$ cat src/rtl/path_to_line_segment_flattener_macros.svh
// Assertion macros shared by the flattener RTL.
`ifndef PATH_TO_LINE_SEGMENT_FLATTENER_MACROS_SVH
`define PATH_TO_LINE_SEGMENT_FLATTENER_MACROS_SVH

// Same-cycle implication, checked out of reset.
`define PTLF_ASSERT_IMP(lbl, ante, cons, msg) \
    lbl: assert property (@(posedge aclk) disable iff (!aresetn) (ante) |-> (cons)) \
        else $error(msg);

// Next-cycle implication, checked out of reset.
`define PTLF_ASSERT_NXT(lbl, ante, cons, msg) \
    lbl: assert property (@(posedge aclk) disable iff (!aresetn) (ante) |=> (cons)) \
        else $error(msg);

`endif

$ cat src/rtl/ptlf_pkg.sv
// Package with types, constants and helpers for the path flattener.
package ptlf_pkg;

    localparam int COORD_W = 24;
    localparam int QUAL_W = 7;
    localparam int NUM_W = COORD_W + 10;
    localparam int DEF_MAX_QUALITY = 64;
    localparam logic [QUAL_W-1:0] QUALITY_RESET = QUAL_W'(16);

    localparam logic [2:0] CMD_MOVE = 3'd0;
    localparam logic [2:0] CMD_MOVE_PT = 3'd1;
    localparam logic [2:0] CMD_LINE = 3'd2;
    localparam logic [2:0] CMD_HLINE = 3'd3;
    localparam logic [2:0] CMD_VLINE = 3'd4;
    localparam logic [2:0] CMD_CUBIC = 3'd5;
    localparam logic [2:0] CMD_SMOOTH = 3'd6;
    localparam logic [2:0] CMD_CLOSE = 3'd7;

    typedef logic signed [COORD_W-1:0] coord_t;
    typedef logic signed [NUM_W:0] wide_t;

    typedef struct packed {
        logic [2:0] cmd;
        logic relative;
        logic signed [COORD_W-1:0] ctrl1_x;
        logic signed [COORD_W-1:0] ctrl1_y;
        logic signed [COORD_W-1:0] ctrl2_x;
        logic signed [COORD_W-1:0] ctrl2_y;
        logic signed [COORD_W-1:0] end_x;
        logic signed [COORD_W-1:0] end_y;
    } in_item_t;

    typedef struct packed {
        logic signed [COORD_W-1:0] start_x;
        logic signed [COORD_W-1:0] start_y;
        logic signed [COORD_W-1:0] stop_x;
        logic signed [COORD_W-1:0] stop_y;
        logic last;
    } out_item_t;

    typedef struct packed {
        coord_t a;
        coord_t b;
        logic [QUAL_W-1:0] k;
        logic [QUAL_W-1:0] q;
    } lerp_req_t;

    localparam wide_t SAT_HI = wide_t'((64'sd1 <<< (COORD_W - 1)) - 64'sd1);
    localparam wide_t SAT_LO = -SAT_HI - wide_t'(1);

    function automatic wide_t sx(input coord_t v);
        return wide_t'(v);
    endfunction

    function automatic coord_t sat(input wide_t v);
        coord_t r;
        if (v > SAT_HI) begin
            r = SAT_HI[COORD_W-1:0];
        end else if (v < SAT_LO) begin
            r = SAT_LO[COORD_W-1:0];
        end else begin
            r = v[COORD_W-1:0];
        end
        return r;
    endfunction

endpackage

$ cat src/rtl/ptlf_lerp.sv
// Iterative interpolation unit: a + round((b - a) * k / q) with a bit-serial divider.
module ptlf_lerp
    import ptlf_pkg::*;
(
    input  logic      aclk,
    input  logic      aresetn,
    input  logic      start,
    input  lerp_req_t req,
    output logic      done,
    output coord_t    result
);

    localparam int CNT_W = $clog2(NUM_W + 1);

    typedef enum logic [1:0] {L_IDLE, L_DIV, L_DONE} lstate_t;

    lstate_t state_reg, state_next;
    coord_t a_reg, a_next;
    logic neg_reg, neg_next;
    logic [QUAL_W:0] div_reg, div_next;
    logic [QUAL_W+1:0] rem_reg, rem_next;
    logic [NUM_W-1:0] quo_reg, quo_next;
    logic [CNT_W-1:0] cnt_reg, cnt_next;

    logic signed [COORD_W:0] diff;
    logic signed [NUM_W-1:0] prod;
    logic signed [NUM_W-1:0] num;
    logic [QUAL_W+1:0] rem_sh;
    wide_t qs;

    always_comb begin
        diff = {req.b[COORD_W-1], req.b} - {req.a[COORD_W-1], req.a};
        prod = NUM_W'(diff) * NUM_W'($signed({1'b0, req.k}));
        num = (prod <<< 1) + NUM_W'($signed({1'b0, req.q}));
        rem_sh = {rem_reg[QUAL_W:0], quo_reg[NUM_W-1]};
        qs = neg_reg ? -(wide_t'({1'b0, quo_reg}) + wide_t'(rem_reg != '0))
                     : wide_t'({1'b0, quo_reg});

        state_next = state_reg;
        a_next = a_reg;
        neg_next = neg_reg;
        div_next = div_reg;
        rem_next = rem_reg;
        quo_next = quo_reg;
        cnt_next = cnt_reg;
        case (state_reg)
            L_IDLE: begin
                if (start) begin
                    a_next = req.a;
                    neg_next = num[NUM_W-1];
                    quo_next = num[NUM_W-1] ? NUM_W'(-num) : NUM_W'(num);
                    div_next = {req.q, 1'b0};
                    rem_next = '0;
                    cnt_next = CNT_W'(NUM_W);
                    state_next = L_DIV;
                end
            end
            L_DIV: begin
                if (rem_sh >= {1'b0, div_reg}) begin
                    rem_next = rem_sh - {1'b0, div_reg};
                    quo_next = {quo_reg[NUM_W-2:0], 1'b1};
                end else begin
                    rem_next = rem_sh;
                    quo_next = {quo_reg[NUM_W-2:0], 1'b0};
                end
                cnt_next = cnt_reg - CNT_W'(1);
                if (cnt_reg == CNT_W'(1)) begin
                    state_next = L_DONE;
                end
            end
            L_DONE: begin
                state_next = L_IDLE;
            end
            default: begin
                state_next = L_IDLE;
            end
        endcase
    end

    always_ff @(posedge aclk) begin
        if (!aresetn) begin
            state_reg <= L_IDLE;
        end else begin
            state_reg <= state_next;
        end
        a_reg <= a_next;
        neg_reg <= neg_next;
        div_reg <= div_next;
        rem_reg <= rem_next;
        quo_reg <= quo_next;
        cnt_reg <= cnt_next;
    end

    assign done = (state_reg == L_DONE);
    assign result = sat(qs + sx(a_reg));

endmodule

$ cat src/rtl/path_to_line_segment_flattener.sv
// Top level: path command sequencer driving one shared interpolation unit.
// Line, close and move-extra commands present their segment in the cycle after the transfer.
// A cubic point takes 12 interpolations, run one at a time through the bit-serial divider
// in the shared unit.
// The input is not ready again until the last segment of an item has been taken.
// Reset is synchronous, active low: current, subpath and control points, curve state and quality return to defaults.
`include "path_to_line_segment_flattener_macros.svh"

module path_to_line_segment_flattener
    import ptlf_pkg::*;
#(
    parameter int MAX_QUALITY = DEF_MAX_QUALITY
)
(
    input  logic              aclk,
    input  logic              aresetn,
    input  logic              s_valid,
    output logic              s_ready,
    input  in_item_t          s_data,
    output logic              m_valid,
    input  logic              m_ready,
    output out_item_t         m_data,
    input  logic              cfg_valid,
    output logic              cfg_ready,
    input  logic [QUAL_W-1:0] cfg_data
);

    typedef enum logic [2:0] {ST_IDLE, ST_POINT, ST_LSTART, ST_LWAIT, ST_EMIT, ST_OWAIT}
        state_t;

    state_t state_reg;
    logic [QUAL_W-1:0] qual_reg;
    logic [QUAL_W-1:0] q_reg;
    logic [QUAL_W-1:0] k_reg;
    coord_t cur_x_reg, cur_y_reg, sub_x_reg, sub_y_reg, pc_x_reg, pc_y_reg;
    logic pwc_reg;
    coord_t p_reg [2][4];
    coord_t t_reg [5];
    coord_t nx_reg, ny_reg, px_reg, py_reg;
    logic axis_reg;
    logic [2:0] li_reg;
    out_item_t out_reg;

    coord_t ox, oy, ax, ay, c1x, c1y, c2x, c2y, hx, vy, rfx, rfy;
    logic [QUAL_W-1:0] q_eff;
    lerp_req_t lreq;
    logic l_start, l_done;
    coord_t l_res;
    logic in_xfer, out_xfer, is_curve;

    assign s_ready = (state_reg == ST_IDLE);
    assign m_valid = (state_reg == ST_OWAIT);
    assign m_data = out_reg;
    assign cfg_ready = 1'b1;
    assign in_xfer = s_valid && s_ready;
    assign out_xfer = m_valid && m_ready;
    assign is_curve = (s_data.cmd == CMD_CUBIC) || (s_data.cmd == CMD_SMOOTH);

    always_comb begin
        ox = s_data.relative ? cur_x_reg : '0;
        oy = s_data.relative ? cur_y_reg : '0;
        ax = sat(sx(ox) + sx(s_data.end_x));
        ay = sat(sx(oy) + sx(s_data.end_y));
        c1x = sat(sx(ox) + sx(s_data.ctrl1_x));
        c1y = sat(sx(oy) + sx(s_data.ctrl1_y));
        c2x = sat(sx(ox) + sx(s_data.ctrl2_x));
        c2y = sat(sx(oy) + sx(s_data.ctrl2_y));
        rfx = sat((sx(cur_x_reg) <<< 1) - sx(pc_x_reg));
        rfy = sat((sx(cur_y_reg) <<< 1) - sx(pc_y_reg));
        hx = cur_x_reg;
        vy = cur_y_reg;
        case (s_data.cmd)
            CMD_MOVE_PT, CMD_LINE: begin
                hx = ax;
                vy = ay;
            end
            CMD_HLINE: hx = ax;
            CMD_VLINE: vy = ay;
            CMD_CLOSE: begin
                hx = sub_x_reg;
                vy = sub_y_reg;
            end
            default: ;
        endcase
        if (qual_reg == '0) begin
            q_eff = QUAL_W'(1);
        end else if (qual_reg > QUAL_W'(MAX_QUALITY)) begin
            q_eff = QUAL_W'(MAX_QUALITY);
        end else begin
            q_eff = qual_reg;
        end
    end

    always_comb begin
        lreq.k = k_reg;
        lreq.q = q_reg;
        case (li_reg)
            3'd0: begin
                lreq.a = p_reg[axis_reg][0];
                lreq.b = p_reg[axis_reg][1];
            end
            3'd1: begin
                lreq.a = p_reg[axis_reg][1];
                lreq.b = p_reg[axis_reg][2];
            end
            3'd2: begin
                lreq.a = p_reg[axis_reg][2];
                lreq.b = p_reg[axis_reg][3];
            end
            3'd3: begin
                lreq.a = t_reg[0];
                lreq.b = t_reg[1];
            end
            3'd4: begin
                lreq.a = t_reg[1];
                lreq.b = t_reg[2];
            end
            default: begin
                lreq.a = t_reg[3];
                lreq.b = t_reg[4];
            end
        endcase
    end

    assign l_start = (state_reg == ST_LSTART);

    ptlf_lerp u_lerp (
        .aclk    (aclk),
        .aresetn (aresetn),
        .start   (l_start),
        .req     (lreq),
        .done    (l_done),
        .result  (l_res)
    );

    always_ff @(posedge aclk) begin
        if (!aresetn) begin
            state_reg <= ST_IDLE;
            qual_reg <= QUALITY_RESET;
            cur_x_reg <= '0;
            cur_y_reg <= '0;
            sub_x_reg <= '0;
            sub_y_reg <= '0;
            pc_x_reg <= '0;
            pc_y_reg <= '0;
            pwc_reg <= 1'b0;
            k_reg <= '0;
            q_reg <= QUAL_W'(1);
            axis_reg <= 1'b0;
            li_reg <= '0;
        end else begin
            if (cfg_valid && cfg_ready) begin
                qual_reg <= cfg_data;
            end
            case (state_reg)
                ST_IDLE: begin
                    if (in_xfer) begin
                        if (is_curve) begin
                            p_reg[0][0] <= cur_x_reg;
                            p_reg[1][0] <= cur_y_reg;
                            if (s_data.cmd == CMD_CUBIC) begin
                                p_reg[0][1] <= c1x;
                                p_reg[1][1] <= c1y;
                            end else if (pwc_reg) begin
                                p_reg[0][1] <= rfx;
                                p_reg[1][1] <= rfy;
                            end else begin
                                p_reg[0][1] <= cur_x_reg;
                                p_reg[1][1] <= cur_y_reg;
                            end
                            p_reg[0][2] <= c2x;
                            p_reg[1][2] <= c2y;
                            p_reg[0][3] <= ax;
                            p_reg[1][3] <= ay;
                            px_reg <= cur_x_reg;
                            py_reg <= cur_y_reg;
                            q_reg <= q_eff;
                            k_reg <= QUAL_W'(1);
                            state_reg <= ST_POINT;
                        end else begin
                            pwc_reg <= 1'b0;
                            if (s_data.cmd == CMD_MOVE) begin
                                cur_x_reg <= ax;
                                cur_y_reg <= ay;
                                sub_x_reg <= ax;
                                sub_y_reg <= ay;
                            end else begin
                                out_reg <= '{start_x: cur_x_reg, start_y: cur_y_reg,
                                             stop_x: hx, stop_y: vy, last: 1'b1};
                                cur_x_reg <= hx;
                                cur_y_reg <= vy;
                                state_reg <= ST_OWAIT;
                            end
                        end
                    end
                end
                ST_POINT: begin
                    if (k_reg == q_reg) begin
                        nx_reg <= p_reg[0][3];
                        ny_reg <= p_reg[1][3];
                        state_reg <= ST_EMIT;
                    end else begin
                        axis_reg <= 1'b0;
                        li_reg <= '0;
                        state_reg <= ST_LSTART;
                    end
                end
                ST_LSTART: begin
                    state_reg <= ST_LWAIT;
                end
                ST_LWAIT: begin
                    if (l_done) begin
                        if (li_reg != 3'd5) begin
                            t_reg[li_reg] <= l_res;
                            li_reg <= li_reg + 3'd1;
                            state_reg <= ST_LSTART;
                        end else if (!axis_reg) begin
                            nx_reg <= l_res;
                            axis_reg <= 1'b1;
                            li_reg <= '0;
                            state_reg <= ST_LSTART;
                        end else begin
                            ny_reg <= l_res;
                            state_reg <= ST_EMIT;
                        end
                    end
                end
                ST_EMIT: begin
                    out_reg <= '{start_x: px_reg, start_y: py_reg, stop_x: nx_reg,
                                 stop_y: ny_reg, last: (k_reg == q_reg)};
                    px_reg <= nx_reg;
                    py_reg <= ny_reg;
                    state_reg <= ST_OWAIT;
                end
                ST_OWAIT: begin
                    if (out_xfer) begin
                        if (out_reg.last) begin
                            state_reg <= ST_IDLE;
                        end else begin
                            k_reg <= k_reg + QUAL_W'(1);
                            state_reg <= ST_POINT;
                        end
                        if (out_reg.last && (k_reg != '0) && (k_reg == q_reg)) begin
                            cur_x_reg <= p_reg[0][3];
                            cur_y_reg <= p_reg[1][3];
                            pc_x_reg <= p_reg[0][2];
                            pc_y_reg <= p_reg[1][2];
                            pwc_reg <= 1'b1;
                            k_reg <= '0;
                        end
                    end
                end
                default: begin
                    state_reg <= ST_IDLE;
                end
            endcase
        end
    end

    `PTLF_ASSERT_IMP(a_ready_excl, s_ready, !m_valid, "input ready while a segment waits")
    `PTLF_ASSERT_NXT(a_last_frees, out_xfer && m_data.last, s_ready,
        "block not ready after the last segment of an item")
    `PTLF_ASSERT_IMP(a_k_range, state_reg == ST_POINT,
        (k_reg >= QUAL_W'(1)) && (k_reg <= q_reg), "curve step outside 1..quality")

endmodule
$ cat config.mk
export PLATFORM = sky130hd
export DESIGN_NAME = path_to_line_segment_flattener
export DESIGN_NICKNAME = d
export VERILOG_FILES = /design/src/rtl/ptlf_pkg.sv /design/src/rtl/ptlf_lerp.sv /design/src/rtl/path_to_line_segment_flattener.sv
export VERILOG_INCLUDE_DIRS = /design/src /design/src/rtl
export SDC_FILE = /design/constraint.sdc
export NUM_CORES = 2
export LEC_CHECK = 0
export BUFFER_PORTS_ARGS = -buffer_cell sky130_fd_sc_hd__buf_2
export CAP_MARGIN = 25
export CORE_AREA = 2 2 597 421
export CTS_CLUSTER_SIZE = 8
export DETAILED_ROUTE_END_ITERATION = 7
export DIE_AREA = 0 0 599 423
export MAX_ROUTING_LAYER = met4
export PLACE_DENSITY = 0.46
export SLEW_MARGIN = 5
export SYNTH_ARGS = -nofsm -noshare
export SYNTH_HDL_FRONTEND = slang
export SYNTH_HIERARCHICAL = 1
export SYNTH_SLANG_ARGS = --single-unit
$ cat constraint.sdc
create_clock -name aclk -period 13.4 [get_ports aclk]
set_input_delay 0.67 -clock aclk [delete_from_list [all_inputs] [get_ports aclk]]
set_output_delay 0.67 -clock aclk [all_outputs]
set_load 0.05 [all_outputs]
==> results by group <==
Min path
  • Hold Path Class: in2reg

Yosys
  • Primary FF master, synth: edfxtp_1
  • Post-Syn Area: 0.06168 mm²
  • Largest area contributor in the netlist: edfxtp_1
  • Net Count, Synth: ~7700
  • Warnings from Yosys: 6
  • Syn avg cell area: ~8.7 µm²
  • Largest cells by area after synthesis: edfxtp_1 (29%), nand2_1 (5.9%), ha_1 (5.7%)
  • Number of synthesized flops with an enable pin: 586
  • Sequential share of the synthesized area: roughly 34%
  • Synth async-reset ratio: 0%
  • Synthesized flop and latch total: 762
  • Cells after Synth: approximately 7100
  • Post-synth top area share: approximately 29%
  • Post-synthesis cell type count: ~130

Drt
  • DR iter-0 viols: between 7000 and 8000
  • DRC viols: 0
  • Vias: around 57000
  • DR pass1 iterations: 6
  • ANT nets after route: 0
  • Routed Wire Length: ~280 mm
  • DR WL/cell: between 20 and 30 µm
  • Via density: approximately 5.4

GRT
  • Vias in the first global route: approximately 52000
  • All-Layer GR Usage: between 20 and 25%
  • First-pass GRT wire length: 389.8 mm
  • GRT overflow: 0
  • Pin count of the biggest net entering global routing: between 80 and 90
  • Initial antenna violation count: 49

Finish
  • Nets: 7771
  • Synth-to-layout area growth: 13.94%
  • Max reg flops: between 150 and 200
  • Layout cells sized above 1: 10.75%

Timing
  • Achievable Freq: around 80 MHz
  • Final setup fails: 0
  • Clock Skews: 0.1004 ns
  • Worst-Margin Slew: ~1.1 ns
  • Setup_tns: 0 ns
  • Final Slew Violations: 0
  • Max-slew headroom: roughly 25%
  • Tmin final: approximately 12 ns
  • Final worst-path cycle share: between 90% and 100%
  • Final Hold Viols: 0
  • RSZ-0062 raised after global routing: no

Setup path
  • Crit start category: flop
  • Most used cell, CP: fa_1
  • Max incr delay on CP: just over 0.8 ns
  • Crit path kind: reg2reg
  • WP data required: around 14 ns
  • Arr. time, crit path: 12.64 ns
  • Crit path max fanout: 28
  • Critical-path top delay cell: a311oi_1
  • CP Capture Type: flop

CTS
  • Clk_lat worst skew: between 0.7 and 0.8 ns
  • Num CTS Buffers: roughly 110
  • Clock Pin Slew Worst Setup and Hold Paths: roughly 0.050 ns
  • Root Driver: clkbuf_16
  • CTS max path bufs: 3
  • Hold-fix buffers, CTS: 0
  • PostCTS Resize Cnt: 0
  • Setup bufs post-CTS: 0
  • H-tree levels: 3
  • Total clock sinks: roughly 760
  • CTS tree: done

Place
  • HPWL Detailed: roughly 220 mm
  • GPL Wtd Cong: a little under 1
  • Input/output buffers: ~260

Pwr
  • Leakage: between 0.02 and 0.03 µW
  • Power Total: around 14000 µW
  • Peak supply drop: between 0.2 and 0.25 mV
  • Power Density: roughly 200 mW/mm²

Outcome
  • Outcome: complete, no violations

Floorplan
  • I/O pin cnt: between 200 and 300
  • Core area: 0.2473 mm²
  • Initial Utilization: between 20% and 30%
  • Width of the die: between 500 and 600 µm
  • Die footprint: roughly 0.25 mm²
  • Row count: 153
  • Die Ht: approximately 420 µm

Run
  • Count of max-cap constraint violations: 0
==> power by group <==
group	internal, µW	switching (µW)	total, µW	leakage (µW)
combinational	2380	5580	7960	0.0185
sequential	3360	291	3650	0.00678
clock	1570	1150	2730	0.00157
==> cells in the mapped netlist, types with 127 or more instances <==
master	instances
a21oi_1	500
a31oi_1	131
and2_1	174
clkbuf_1	329
dfxtp_1	176
edfxtp_1	586
fa_1	138
ha_1	282
inv_1	410
nand2_1	966
nand3_1	154
nor2_1	472
o21ai_0	359
xnor2_1	304
xor2_1	127
==> cell families (layout without fill, tap and decap cells) <==
group,after synthesis,in the layout,synth area share (%)
AOI/OAI and AO/OA,2052,2052,22.30
xor gates and xnor gates,435,435,6.225
adders and majority gates,484,484,11.24
buffers and inverters,871,1062,5.653
DFF,762,762,34.24
muxes,129,129,2.187
other,1,29,0.006079
and+or+nand+nor,2362,2362,18.15
==> per-stage QoR <==
| stage | worst slack (ns) | instance area [µm²] | util (%) | std cells | hold WS (ns) |
|---|---|---|---|---|---|
| after CTS | 1.417 | 70100 | 28.34 | 10610 | 0.09426 |
| after floorplan | 3.196 | 61680 | - | 7096 | 0.4255 |
| final | 1.193 | 70280 | 28.42 | 10650 | 0.1426 |
| after global placement | 1.618 | 66630 | 26.94 | 10380 | 0.4333 |
| after detailed placement | 1.526 | 66770 | 27.00 | 10400 | 0.4410 |
| after global routing | 0.4272 | 70260 | 28.41 | 10640 | 0.1478 |
==> cell usage in the layout, fill, tap and decap left out, types with 91 or more instances in the layout <==
cell / instances
a21o_1: 118
mux2i_1: 91
inv_1: 409
ha_1: 282
buf_2: 261
a21oi_1: 497
edfxtp_1: 586
o21ai_0: 350
xnor2_1: 296
a31oi_1: 130
nor2_1: 464
and2_1: 171
nand3_1: 153
buf_4: 169
clkbuf_16: 110
dfxtp_1: 174
nand2b_1: 94
xor2_1: 127
fa_1: 137
nand2_1: 964
==> worst max-delay path: cells and delay by family (launching register included) <==
family,cells,cell delay (ns)
AOI/OAI and AO/OA,14,4.34
xor gates and xnor gates,1,0.18
adders and majority gates,7,3.07
buffers and inverters,6,1.10
DFF,1,0.61
muxes,1,0.39
and+or+nand+nor,12,2.14
==> per-layer routing <==
| metal | global-route usage, % | share of wire [%] | wire [µm] |
|---|---|---|---|
| met1 | 33.19 | 49 | 133900 |
| met2 | 27.11 | 37 | 102400 |
| met3 | 6.422 | 12 | 33470 |
| met4 | 4.179 | 2.0 | 5561 |
| met5 | - | 0 | 0 |
==> layout make-up <==
type	count	area, µm²
timing repair buffer	443	2730
fill	26520	177100
clock inverter	11	198.9
tap	3332	4169
multi-input combinational	5463	37300
inverter	412	1546
sequential	762	21130
clock buffer	196	3136
antenna	28	70.07
==> final timing paths <==
path                        endpoint     startpoint  slack, ns  depth (start not counted)
setup / recovery  u_lerp/quo_reg[23]      li_reg[0]       1.19                         41
hold / removal           qual_reg[4]    cfg_data[4]       0.14                          3
setup reg to reg  u_lerp/quo_reg[23]      li_reg[0]       1.19                         41
hold reg to reg        sub_y_reg[20]  sub_y_reg[20]       0.45                          2
No activity file was read; power rests on OpenSTA's default activity.
